File: config.mk
export PLATFORM = sky130hd
export DESIGN_NAME = heart_rate_from_threshold_crossings
export DESIGN_NICKNAME = d
export VERILOG_FILES = /design/src/hdl/hrtc_pkg.sv /design/src/hdl/heart_rate_from_threshold_crossings.sv /design/src/hdl/hrtc_ctrl.sv /design/src/hdl/hrtc_dp.sv
export SDC_FILE = /design/constraint.sdc
export NUM_CORES = 1
export LEC_CHECK = 0
export BUFFER_PORTS_ARGS = -buffer_cell sky130_fd_sc_hd__buf_2
export CAP_MARGIN = 20
export CORE_ASPECT_RATIO = 0.6
export CORE_UTILIZATION = 55
export DETAILED_ROUTE_END_ITERATION = 16
export PLACE_DENSITY = 0.81
export SKIP_CTS_REPAIR_TIMING = 1
export SYNTH_ARGS = -nofsm -noshare
export SYNTH_HDL_FRONTEND = slang
export SYNTH_SLANG_ARGS = --single-unit
File: constraint.sdc
create_clock -name clk -period 10.75 [get_ports clk]
set_input_delay 1.6125 -clock clk [delete_from_list [all_inputs] [get_ports clk]]
set_output_delay 1.6125 -clock clk [all_outputs]
set_load 0.05 [all_outputs]
File: src/hdl/hrtc_pkg.sv
package hrtc_pkg;

  // Field and register widths
  localparam int SAMPLE_W = 12;
  localparam int RATE_W   = 16;
  localparam int INDEX_W  = 2;

  // Configuration register indexes
  localparam logic [INDEX_W-1:0] REG_THRESHOLD = 2'd0;
  localparam logic [INDEX_W-1:0] REG_NUMERATOR = 2'd1;

  // Register values after reset
  localparam logic [SAMPLE_W-1:0] THRESHOLD_RESET = 12'd2400;
  localparam logic [RATE_W-1:0]   NUMERATOR_RESET = 16'd15000;

  // Commands from the controller to the datapath
  typedef struct packed {
    logic capture;     // take the sample of an accepted request
    logic eval;        // advance the interval count and test for a beat
    logic rate_step;   // one quotient bit of numerator / interval
    logic push;        // shift the rate into the window
    logic mean_store;  // keep the mean taken from the window sum
    logic out_load;    // move the result into the output register
  } cmd_t;

  // Status from the datapath to the controller
  typedef struct packed {
    logic beat_hit;    // the held sample registers a beat
    logic div_last;    // the divider performs its last step this cycle
    logic out_free;    // the output register can take a result this cycle
  } sts_t;

endpackage

File: src/hdl/heart_rate_from_threshold_crossings.sv
// Heart-rate estimator on a stream of 12-bit ECG samples. Each accepted sample
// gives exactly one result: a beat flag, the instantaneous rate
// (rate_numerator / samples since the previous beat, zero when there is no
// beat) and the mean of the last WINDOW_DEPTH rates, where slots not yet
// filled since reset count as zero. A sample without a beat goes from
// evaluation straight to the output register. A beat goes on through the
// restoring divider that produces one quotient bit of the rate per cycle,
// the window push and the mean store, where the mean comes from the window
// sum by a reciprocal multiplication. The next sample is accepted only once
// the previous result is loaded into the output register, and is accepted
// while a result waits at the output. Write the configuration registers
// only while the block is idle.
module heart_rate_from_threshold_crossings
  import hrtc_pkg::*;
#(
  parameter int WINDOW_DEPTH = 10
) (
  input  logic               clk,
  input  logic               rst,
  input  logic               cfg_we,
  input  logic [INDEX_W-1:0] cfg_index,
  input  logic [RATE_W-1:0]  cfg_wdata,
  input  logic               in_tvalid,
  output logic               in_tready,
  input  logic [15:0]        in_tdata,   // [11:0] sample
  output logic               out_tvalid,
  input  logic               out_tready,
  output logic [31:0]        out_tdata,  // [15:0] instant_rate, [31:16] mean_rate
  output logic               out_tuser   // [0] beat
);

  cmd_t              cmd;
  sts_t              sts;
  logic [RATE_W-1:0] out_rate;
  logic [RATE_W-1:0] out_mean;

  // Sequencer
  hrtc_ctrl u_ctrl (
    .clk       (clk),
    .rst       (rst),
    .in_tvalid (in_tvalid),
    .in_tready (in_tready),
    .sts       (sts),
    .cmd       (cmd)
  );

  // Detector, divider, window and output register
  hrtc_dp #(
    .WINDOW_DEPTH (WINDOW_DEPTH)
  ) u_dp (
    .clk        (clk),
    .rst        (rst),
    .cfg_we     (cfg_we),
    .cfg_index  (cfg_index),
    .cfg_wdata  (cfg_wdata),
    .in_sample  (in_tdata[SAMPLE_W-1:0]),
    .cmd        (cmd),
    .sts        (sts),
    .out_tvalid (out_tvalid),
    .out_tready (out_tready),
    .out_beat   (out_tuser),
    .out_rate   (out_rate),
    .out_mean   (out_mean)
  );

  assign out_tdata = {out_mean, out_rate};

endmodule

File: src/hdl/hrtc_ctrl.sv
module hrtc_ctrl
  import hrtc_pkg::*;
(
  input  logic clk,
  input  logic rst,
  input  logic in_tvalid,
  output logic in_tready,
  input  sts_t sts,
  output cmd_t cmd
);

  typedef enum logic [5:0] {
    S_IDLE  = 6'b000001,
    S_EVAL  = 6'b000010,
    S_RATE  = 6'b000100,
    S_PUSH  = 6'b001000,
    S_STORE = 6'b010000,
    S_DONE  = 6'b100000
  } state_t;

  state_t state;
  state_t state_next;

  // State register
  always_ff @(posedge clk) begin
    if (rst) begin
      state <= S_IDLE;
    end else begin
      state <= state_next;
    end
  end

  // Next state and commands
  always_comb begin
    state_next = state;
    cmd        = '0;
    in_tready  = 1'b0;
    case (state)
      S_IDLE: begin
        in_tready = 1'b1;
        if (in_tvalid) begin
          cmd.capture = 1'b1;
          state_next  = S_EVAL;
        end
      end
      S_EVAL: begin
        cmd.eval   = 1'b1;
        state_next = sts.beat_hit ? S_RATE : S_DONE;
      end
      S_RATE: begin
        cmd.rate_step = 1'b1;
        if (sts.div_last) begin
          state_next = S_PUSH;
        end
      end
      S_PUSH: begin
        cmd.push   = 1'b1;
        state_next = S_STORE;
      end
      S_STORE: begin
        cmd.mean_store = 1'b1;
        state_next     = S_DONE;
      end
      S_DONE: begin
        if (sts.out_free) begin
          cmd.out_load = 1'b1;
          state_next   = S_IDLE;
        end
      end
      default: begin
        state_next = S_IDLE;
      end
    endcase
  end

endmodule

File: src/hdl/hrtc_dp.sv
module hrtc_dp
  import hrtc_pkg::*;
#(
  parameter int WINDOW_DEPTH = 10
) (
  input  logic                clk,
  input  logic                rst,
  input  logic                cfg_we,
  input  logic [INDEX_W-1:0]  cfg_index,
  input  logic [RATE_W-1:0]   cfg_wdata,
  input  logic [SAMPLE_W-1:0] in_sample,
  input  cmd_t                cmd,
  output sts_t                sts,
  output logic                out_tvalid,
  input  logic                out_tready,
  output logic                out_beat,
  output logic [RATE_W-1:0]   out_rate,
  output logic [RATE_W-1:0]   out_mean
);

  // Sum width holds WINDOW_DEPTH full-scale rates
  localparam int SW = RATE_W + $clog2(WINDOW_DEPTH);
  localparam int CW = $clog2(SW + 1);
  localparam logic [CW-1:0]     RATE_STEPS    = CW'(RATE_W);
  localparam logic [SW-1:0]     SUM_MAX       = SW'(WINDOW_DEPTH * 65535);

  // Mean by reciprocal multiplication: exact for every SW-bit sum because
  // 2^MEAN_SHIFT is at least WINDOW_DEPTH times the largest sum.
  localparam int     MEAN_SHIFT  = SW + $clog2(WINDOW_DEPTH);
  localparam int     MW          = SW + 1;
  localparam int     PW          = 2 * SW + 1;
  localparam longint MEAN_MULT_L =
    ((longint'(1) << MEAN_SHIFT) + longint'(WINDOW_DEPTH) - 1) / longint'(WINDOW_DEPTH);
  localparam logic [MW-1:0] MEAN_MULT = MW'(MEAN_MULT_L);

  logic [SAMPLE_W-1:0] beat_threshold;
  logic [RATE_W-1:0]   rate_numerator;

  logic [SAMPLE_W-1:0] sample;
  logic                armed;
  logic [RATE_W-1:0]   interval_count;
  logic [RATE_W-1:0]   count_inc;
  logic                beat;
  logic [RATE_W-1:0]   rate;
  logic [RATE_W-1:0]   last_mean;

  logic [RATE_W-1:0]   rate_window [WINDOW_DEPTH];
  logic [SW-1:0]       window_sum;
  logic [SW-1:0]       sum_next;
  logic [PW-1:0]       mean_product;

  logic [SW-1:0]       dividend;
  logic [RATE_W-1:0]   remainder;
  logic [RATE_W-1:0]   divisor;
  logic [CW-1:0]       div_count;
  logic [RATE_W:0]     rem_shift;
  logic                rem_fits;
  logic                div_step;

  // Configuration registers
  always_ff @(posedge clk) begin
    if (rst) begin
      beat_threshold <= THRESHOLD_RESET;
      rate_numerator <= NUMERATOR_RESET;
    end else if (cfg_we) begin
      case (cfg_index)
        REG_THRESHOLD: beat_threshold <= cfg_wdata[SAMPLE_W-1:0];
        REG_NUMERATOR: rate_numerator <= cfg_wdata;
        default: ;
      endcase
    end
  end

  // Beat test on the held sample with the count already advanced
  assign count_inc    = (interval_count == '1) ? interval_count : interval_count + 1'b1;
  assign sts.beat_hit = armed && (sample > beat_threshold);

  always_ff @(posedge clk) begin
    if (cmd.capture) begin
      sample <= in_sample;
    end
  end

  // Detector state and interval count
  always_ff @(posedge clk) begin
    if (rst) begin
      armed          <= 1'b1;
      interval_count <= '0;
    end else if (cmd.eval) begin
      if (sts.beat_hit) begin
        armed          <= 1'b0;
        interval_count <= '0;
      end else begin
        interval_count <= count_inc;
        if (!armed && (sample <= beat_threshold)) begin
          armed <= 1'b1;
        end
      end
    end
  end

  // Restoring divider for the rate, one quotient bit per cycle
  assign div_step     = cmd.rate_step;
  assign rem_shift    = {remainder, dividend[SW-1]};
  assign rem_fits     = rem_shift >= {1'b0, divisor};
  assign sts.div_last = div_step && (div_count == CW'(1));

  always_ff @(posedge clk) begin
    if (cmd.eval && sts.beat_hit) begin
      dividend  <= {rate_numerator, {(SW - RATE_W){1'b0}}};
      remainder <= '0;
      divisor   <= count_inc;
      div_count <= RATE_STEPS;
    end else if (div_step) begin
      if (rem_fits) begin
        remainder <= RATE_W'(rem_shift - {1'b0, divisor});
      end else begin
        remainder <= rem_shift[RATE_W-1:0];
      end
      dividend  <= {dividend[SW-2:0], rem_fits};
      div_count <= div_count - 1'b1;
    end
  end

  // Rate window as a shift line with a running sum
  assign sum_next     = window_sum - SW'(rate_window[0]) + SW'(dividend[RATE_W-1:0]);
  assign mean_product = PW'(window_sum) * PW'(MEAN_MULT);

  always_ff @(posedge clk) begin
    if (rst) begin
      for (int i = 0; i < WINDOW_DEPTH; i++) begin
        rate_window[i] <= '0;
      end
      window_sum <= '0;
      last_mean  <= '0;
    end else begin
      if (cmd.push) begin
        for (int i = 0; i < WINDOW_DEPTH - 1; i++) begin
          rate_window[i] <= rate_window[i+1];
        end
        rate_window[WINDOW_DEPTH-1] <= dividend[RATE_W-1:0];
        window_sum                  <= sum_next;
      end
      if (cmd.mean_store) begin
        last_mean <= mean_product[MEAN_SHIFT +: RATE_W];
      end
    end
  end

  // Per-sample beat flag and rate
  always_ff @(posedge clk) begin
    if (cmd.eval) begin
      beat <= sts.beat_hit;
      if (!sts.beat_hit) begin
        rate <= '0;
      end
    end else if (cmd.push) begin
      rate <= dividend[RATE_W-1:0];
    end
  end

  // Output register
  assign sts.out_free = !out_tvalid || out_tready;

  always_ff @(posedge clk) begin
    if (rst) begin
      out_tvalid <= 1'b0;
    end else if (cmd.out_load) begin
      out_tvalid <= 1'b1;
    end else if (out_tready) begin
      out_tvalid <= 1'b0;
    end
  end

  always_ff @(posedge clk) begin
    if (cmd.out_load) begin
      out_beat <= beat;
      out_rate <= rate;
      out_mean <= last_mean;
    end
  end

`ifndef SYNTHESIS
  // A result without a beat carries a zero rate.
  assert property (@(posedge clk) disable iff (rst)
    cmd.out_load && !beat |=> out_rate == '0)
    else $error("rate nonzero on a result without a beat");

  // The detector disarms only while a sample is being evaluated.
  assert property (@(posedge clk) disable iff (rst)
    $fell(armed) |-> $past(cmd.eval))
    else $error("detector disarmed outside evaluation");

  // A beat restarts the interval count.
  assert property (@(posedge clk) disable iff (rst)
    cmd.eval && sts.beat_hit |=> interval_count == '0 && !armed)
    else $error("interval count not restarted at a beat");

  // The running sum never exceeds a window of full-scale rates.
  assert property (@(posedge clk) disable iff (rst)
    window_sum <= SUM_MAX)
    else $error("window sum out of range");
`endif

endmodule

## After elaboration in Yosys (flattened, before gate mapping)

Memories as Yosys holds them, arrays and structs flattened.
Index checks and enable logic that the tools add are counted.

- Bits in registers: 207
- Bits in writable memories: 160
- Memories kept: 1
- Input port bits: 39
- Logic and storage cells: 110

- Add/sub/neg operators: 5
- Reductions and logical operators: 17
- Multiply operators: 1
- Order comparisons: 3
- Bitwise logic cells: 10
- Eq/ne operators: 13
- Muxes and demuxes: 41

Memories:

| memory | words | bits a word | rd ports | clocked after memory_dff | write ports | line | RTL |
|---|---|---|---|---|---|---|---|
| u_dp.rate_window | 10 | 16 | 10 | 0 | 10 | hrtc_dp.sv:47 | `logic [RATE_W-1:0] rate_window [WINDOW_DEPTH];` |

Operator list:

| operator | count |
|---|---|
| $mux 16 | 16 |
| $mux 20 | 2 |
| $mul 20x20->39 const B | 1 |
| $pmux 6 s6 | 1 |
| $mux 6 | 4 |
| $add 20x16->20 | 1 |
| $sub 20x16->20 | 1 |
| $mux 1 | 18 |
| $ge 17x16->1 | 1 |
| $add 16x1->16 const B | 1 |
| $eq 16x16->1 const B | 1 |
| $sub 16x16->16 | 1 |
| $gt 12x12->1 | 1 |
| $le 12x12->1 | 1 |
| $or 1x1->1 | 10 |
| $ne 2x2->1 const B | 4 |
| $reduce_and 2->1 | 4 |
| $reduce_bool 2->1 | 4 |
| $eq 6x1->1 const B | 1 |
| $eq 6x2->1 const B | 1 |
| $eq 6x3->1 const B | 1 |
| $eq 6x4->1 const B | 1 |
| $eq 6x5->1 const B | 1 |
| $eq 6x6->1 const B | 1 |
| other kinds (8) | 12 |

## Depth between registers and ports, before layout

Gate-level depths: netlist (run 1).

- Word-level depth: 6
- Depth in mapped cells: 25

## Cells and area by module

From an unflattened synthesis (run 1), not the netlist that was laid out.

- Cell total of the unflattened synthesis: 2102
- Area total of the unflattened synthesis: 23147.2 µm²

Modules (own cells, without submodules):

| module | area each (µm²) | cells an instance | times used | sequential area each (µm²) |
|---|---|---|---|---|
| hrtc_dp | 22764.3 | 2062 | 1 | 9769.4 |
| hrtc_ctrl | 382.9 | 40 | 1 | 120.1 |

## Worst setup path after synthesis (run 1)

Ideal clock, no wire load.

- Path kind: input to register
- Start point: input rst
- End point: register u_dp.window_sum[14]
- Setup time: 378 ps
- Arrival: 7114 ps
- Cell stages on the path: 6
- Path slack: 3258 ps
- Data required time: 10372 ps
- Cells stage by stage: clkbuf_1 inv_1 and2_1 inv_1 clkbuf_1 o32ai_1

RTL lines:

| element | line | RTL |
|---|---|---|
| start, declared | heart_rate_from_threshold_crossings.sv:19 | `input logic rst,` |
| end signal, assigned | hrtc_dp.sv:142 | `window_sum <= sum_next;` |
| end, declared | hrtc_dp.sv:48 | `logic [SW-1:0] window_sum;` |

## Worst setup path in the final report (run 1)

- Start point: register u_dp.window_sum[17]
- End point: register u_dp.last_mean[14]

- Word-level cells in the longest chain between the ends: 1

RTL lines:

| element | line | RTL |
|---|---|---|
| $mul 20x20->39 | hrtc_dp.sv:127 | `assign mean_product = PW'(window_sum) * PW'(MEAN_MULT);` |
| end signal, assigned | hrtc_dp.sv:145 | `last_mean <= mean_product[MEAN_SHIFT +: RATE_W];` |
| end, declared | hrtc_dp.sv:45 | `logic [RATE_W-1:0] last_mean;` |

No other way between the ends.
A chain may end at the register's enable or synchronous reset.

==> results.json, run 1 <==
{
  "r2r_cells": 24,
  "crit_cells": 24,
  "gr-total-overflow": 0,
  "drc": 0,
  "crit_buf_inv": 6,
  "fmax_mhz": 139,
  "cts_max_path_buffers": 3,
  "setup_viol": 0,
  "cts_tree": "built",
  "start_util": 0.567,
  "power_frac_seq": 0.506,
  "critical_path.top_delay_family": "adder cells",
  "timing.final.crit_share": 0.670,
  "syn_nets": 2460,
  "yosysTopAreaCellShare": 0.339,
  "drive_gt1_frac": 0.0787,
  "cp_cell_sequence": "inv_1, ha_1, inv_1, fa_1, ha_1, inv_1, fa_1, inv_1, fa_1, fa_1, inv_1, fa_1, inv_1, ha_1, nand2_1, o211ai_1, a21oi_1, a211oi_2, a41o_2, a41oi_4, a21oi_2, a21oi_1, or4_1, nand3_1",
  "max-vdd-ir-drop_v": 0.000108,
  "syn_area_sq_um": 22500,
  "grt_usage": 0.233,
  "rows": 56,
  "finalCoreUtilization": 0.618,
  "total_power_mw": 3.18,
  "firstDrtPassIters": 5,
  "power.density_nw_per_um2": 129,
  "synth_warnings": 0,
  "htreeDepth": 2,
  "tns_ps": 0,
  "maxSlewHeadroom": 0.280,
  "cp-end-kind": "flop",
  "crit_arrival_ps": 7670,
  "antenna_found_initial": 0,
  "area_delta_synth_final_pct": 9.05,
  "hold_class": "flop to flop",
  "finish.net_count": 2518,
  "avgRoutedWirePerCell_microns": 18.2,
  "die_w_microns": 263,
  "port_buffers": 69,
  "die_height_microns": 159,
  "core_region_area_sq_um": 39700,
  "clk_pin_slew_ps": 60,
  "ys_ff_latch": 367,
  "swShare": 0.245,
  "synthTopCellsByArea": "edfxtp_1 (34%), ha_1 (14%), fa_1 (13%), dfxtp_1 (10%), inv_1 (5.1%)",
  "final_common_cell": "inv_1",
  "p_clk_frac": 0.394,
  "place.gp.congestion": 0.967,
  "ios": 74,
  "grt_max_degree": 93,
  "place_area_sq_um": 23400,
  "switching_power_mw": 0.777,
  "max_stage_delay_ps": 580,
  "worstPathRequired_ps": 11220,
  "cts_inserted_buffers": 35,
  "yosysSeqAreaShare": 0.439,
  "drv_cap": 0,
  "leakage_nw": 11.6,
  "finalMaxSlewViolations": 0,
  "synth_cells": 2026,
  "timing.hold.worst_path_depth": 0,
  "internal-power_mw": 2.40,
  "final_cell_mix": "inv_1 (303), edfxtp_1 (254), ha_1 (249)",
  "outcome": "complete, no violations",
  "wl_microns": 47900,
  "synth-main-ff-cell": "edfxtp_1",
  "rsz0062_at_grt": "false",
  "cp_common_cell": "inv_1",
  "hold_start": "u_dp.beat",
  "final_hold_viol_count": 0,
  "num_vias": 14645,
  "r2r_end": "u_dp.last_mean[14]",
  "r2r_start": "u_dp.window_sum[17]",
  "dr.first_iter.drc_count": 1164,
  "async_flop_share": 0,
  "grt_pass1_wl_microns": 77100,
  "crit_slowest_cell": "fa_1",
  "post-dp-hpwl_microns": 35700,
  "die_area_sq_um": 41800,
  "postSynthAreaPerCell_sq_um": 11.1,
  "worst_slew_pin_slew_ps": 1080,
  "fin_crit_ps": 7210,
  "r2r_slack_ps": 3540,
  "synth.distinct_cells": 69,
  "cts.sinks": 367,
  "grt_pass1_vias": 14691,
  "synth_top_area_cell": "edfxtp_1",
  "hold_end": "u_dp.out_beat",
  "worstSetupStartpointType": "flop",
  "clock_latency_ps": 540,
  "antenna_left": 0,
  "cts-root-buf": "clkbuf_16",
  "nFillCells": 2982,
  "finish.instance_area_sq_um": 24600,
  "synth-edff-count": 254,
  "p_comb_frac": 0.100,
  "cp_max_fo": 7,
  "worst_clock_skew_ps": 19.4,
  "avgViaCountPerCell": 5.56,
  "crit_type": "flop to flop"
}
==> through the flow <==
| step | setup slack, ps | std cells | hold slack (ps) |
|---|---|---|---|
| global placement | 3810 | 2569 | 401 |
| finish | 3540 | 2633 | 420 |
| floorplan | 3260 | 2026 | 400 |
| CTS | 3700 | 2632 | 422 |
| detailed placement | 3750 | 2569 | 406 |
| global route | 3300 | 2632 | 421 |
==> cell type report <==
class / count / area (sq um) / area share
clock buffers: 44 / 960 / 0.0391
well taps: 522 / 653 / 0.0266
multi-input cells: 1295 / 11300 / 0.459
diodes: 1 / 2.50 / 0.000102
repair buffers: 81 / 435 / 0.0177
inverters: 304 / 1150 / 0.0467
flip-flops and latches: 367 / 9890 / 0.403
clock inverters: 19 / 194 / 0.00790
==> logic make-up (layout without fill, tap and decap cells) <==
family | after synthesis | count (layout) | share of synthesized area
and+or+nand+nor | 546 | 546 | 0.124
adders and majority gates | 395 | 395 | 0.268
DFF | 367 | 367 | 0.439
buffers and inverters | 364 | 448 | 0.0610
AOI/OAI and AO/OA | 276 | 276 | 0.0768
xor gates and xnor gates | 74 | 74 | 0.0288
muxes | 4 | 4 | 0.00189
other | 0 | 1 | 0
==> power by group through the flow <==
stage	sequential, mW	clock (mW)	combinational [mW]
after CTS	1.61	1.27	0.314
after global routing	1.61	1.32	0.352
after detailed placement	1.64	0	0.310
after floorplan	1.63	0	0.228
final	1.61	1.25	0.318
after global placement	1.63	0	0.293
==> cell usage after synthesis (6+ instances only) <==
library cell,instances
inv_1,304
edfxtp_1,254
ha_1,249
and2_1,162
fa_1,146
nand2_1,143
dfxtp_1,113
nor2_1,99
a21oi_1,89
o21ai_0,72
clkbuf_1,51
xor2_1,43
nand3_1,37
xnor2_1,31
a21o_1,19
nor3_1,16
o22ai_1,16
nand4_1,15
a22oi_1,13
nor2b_1,13
nand2b_1,9
a211oi_1,8
and3_1,8
nand3b_1,8
or3_1,8
o211ai_1,7
or2_2,7
o21a_1,6
==> how the worst max path moves through the flow <==
stage	from	to
3_3_place_gp	u_dp.window_sum[17]	u_dp.last_mean[14]
4_1_cts	u_dp.window_sum[17]	u_dp.last_mean[14]
6_report	u_dp.window_sum[17]	u_dp.last_mean[14]
5_1_grt	u_dp.window_sum[17]	u_dp.last_mean[14]
3_5_place_dp	u_dp.window_sum[8]	u_dp.last_mean[14]
2_1_floorplan	rst	u_dp.window_sum[14]
==> metal layers <==
| metal | part of all wire | GRT usage | vias to the layer above |
|---|---|---|---|
| met5 | 0 | 0 | - |
| met3 | 0.086 | 0.0527 | 63 |
| met2 | 0.43 | 0.341 | 508 |
| met1 | 0.47 | 0.351 | 7144 |
| met4 | 0.017 | 0.0500 | 0 |
| li1 | - | - | 6930 |
==> state kept, by name, summed over array words and instances (netlist names), 16 cells and up <==
name                 flops
u_dp.dividend           20
u_dp.out_mean           16
u_dp.remainder          16
u_dp.divisor            16
u_dp.out_rate           16
u_dp.interval_count     16
u_dp.last_mean          16
u_dp.window_sum         20
u_dp.rate               16
u_dp.rate_window       160
u_dp.rate_numerator     16
(Power assumes the default switching activity.)
==> run 2: changes to the inputs <==
- clock period: 10.75 -> 7.5 ns (I/O delays scaled with it)
==> results.json, run 2 (synthesis results as in run 1) <==
{
  "crit_arrival_ps": 7490,
  "fmax_mhz": 143,
  "grt_usage": 0.233,
  "crit_type": "flop to flop",
  "firstDrtPassIters": 5,
  "finalCoreUtilization": 0.617,
  "dr.first_iter.drc_count": 1352,
  "grt_max_degree": 118,
  "rsz0062_at_grt": "false",
  "cp-end-kind": "flop",
  "final_cell_mix": "inv_1 (303), edfxtp_1 (254), ha_1 (249)",
  "worst_clock_skew_ps": 18.1,
  "grt_pass1_vias": 14600,
  "leakage_nw": 11.6,
  "drc": 0,
  "largest_reg_flops": 160,
  "port_buffers": 69,
  "gr-total-overflow": 0,
  "routedLengthMet1_microns": 21800,
  "route.met3.wl_microns": 4860,
  "htreeDepth": 1,
  "wl_microns": 48200,
  "power.density_nw_per_um2": 183,
  "top_regs": "u_dp.rate_window (160), u_dp.dividend (20), u_dp.window_sum (20)",
  "antenna_left": 0,
  "worstPathRequired_ps": 8010,
  "worstSetupStartpointType": "flop",
  "wl_met2_microns": 20700,
  "final_common_cell": "inv_1",
  "die_height_microns": 159,
  "post-dp-hpwl_microns": 36000,
  "place.gp.congestion": 0.974,
  "endpoint": "u_dp.last_mean[15]",
  "clk_pin_slew_ps": 70,
  "drive_gt1_frac": 0.0787,
  "core_region_area_sq_um": 39700,
  "hold_class": "flop to flop",
  "max-vdd-ir-drop_v": 0.000178,
  "final_hold_viol_count": 0,
  "num_vias": 14659,
  "top_layer": "met4",
  "cts-root-buf": "clkbuf_16",
  "rows": 56,
  "ios": 74,
  "start_util": 0.567,
  "maxSlewHeadroom": 0.301,
  "cp_max_fo": 7,
  "cts_max_path_buffers": 3,
  "clock_latency_ps": 600,
  "total_power_mw": 4.48,
  "r2r_start": "u_dp.window_sum[17]",
  "finish.net_count": 2517,
  "area_delta_synth_final_pct": 8.91,
  "timing.final.crit_share": 0.932,
  "grt_pass1_wl_microns": 77400,
  "r2r_cells": 23,
  "finalMaxSlewViolations": 0,
  "avgRoutedWirePerCell_microns": 18.3,
  "r2r_slack_ps": 510,
  "cts_inserted_buffers": 31,
  "cts.sinks": 367,
  "fin_crit_ps": 6990,
  "tns_ps": 0,
  "nFillCells": 3026,
  "setup_viol": 0,
  "crit_path_start": "u_dp.window_sum[17]",
  "antenna_found_initial": 0,
  "drv_cap": 0,
  "die_area_sq_um": 41800,
  "worst_slew_pin_slew_ps": 1050,
  "cts_tree": "built",
  "avgViaCountPerCell": 5.57,
  "top_register": "u_dp.rate_window",
  "r2r_end": "u_dp.last_mean[15]",
  "die_w_microns": 263,
  "outcome": "complete, no violations"
}
run 2: cell count changes in the layout (fill, tap and decap cells not counted):
cell / previous run / this run
clkinv_4: 1 / 0
clkinv_8: 0 / 1
clkinv_1: 3 / 2
clkbuf_16: 35 / 36
inv_6: 2 / 1
clkbuf_1: 4 / 3
buf_4: 12 / 15
clkinv_2: 8 / 10
inv_4: 0 / 1
clkbuf_8: 5 / 2
clkinvlp_4: 2 / 0
bufinv_16: 3 / 2
run 2: worst max-delay path: stages (launching register included):
cell and delay, ps:
dfxtp_1 470, inv_1 230, ha_1 510, inv_1 190
fa_1 500, ha_1 280, inv_1 50, fa_1 510
inv_1 50, fa_1 480, fa_1 580, inv_1 60
fa_1 500, inv_1 50, ha_1 180, a21oi_1 240
nand2_1 140, nor4_2 280, a211oi_2 170, a41o_2 350
a41oi_4 270, nor2_1 100, or4_1 500, a41oi_2 180
run 2: worst min path at each step:
stage                             start           endpoint  slack, ps  cells after the start
after detailed placement      u_dp.beat      u_dp.out_beat        410                      0
after CTS                     u_dp.beat      u_dp.out_beat        430                      0
after global routing      u_dp.rate[13]  u_dp.out_rate[13]        440                      0
after global placement    u_dp.rate[10]  u_dp.out_rate[10]        400                      0
after floorplan               u_dp.beat      u_dp.out_beat        400                      0
final                         u_dp.beat      u_dp.out_beat        420                      0
run 2: stage by stage:
stage               hold WS (ps)  cell area (sq um)  cells  setup WS, ps
floorplan                    400              22500   2026           495
global placement             402              23400   2572           708
detailed placement           410              23400   2572           573
CTS                          427              24500   2630           551
global route                 437              24500   2630           190
finish                       424              24500   2631           511
run 2: layout make-up:
cell class	count	area [sq um]	share of cell area
clock inverters	17	160	0.00653
diodes	1	2.50	0.000102
repair buffers	84	458	0.0187
clock buffers	41	940	0.0383
flip-flops and latches	367	9890	0.403
well taps	522	653	0.0266
multi-input cells	1295	11300	0.460
inverters	304	1150	0.0467
run 2: per-layer routing:
layer | GRT usage | vias to the layer above
li1 | - | 6917
met1 | 0.343 | 7101
met2 | 0.342 | 577
met3 | 0.0670 | 64
met4 | 0.0428 | 0
met5 | 0 | -
run 2: power by group:
part | switching, mW | internal [mW]
Combinational | 0.292 | 0.166
Clock | 0.764 | 0.959
Sequential | 0.0488 | 2.25
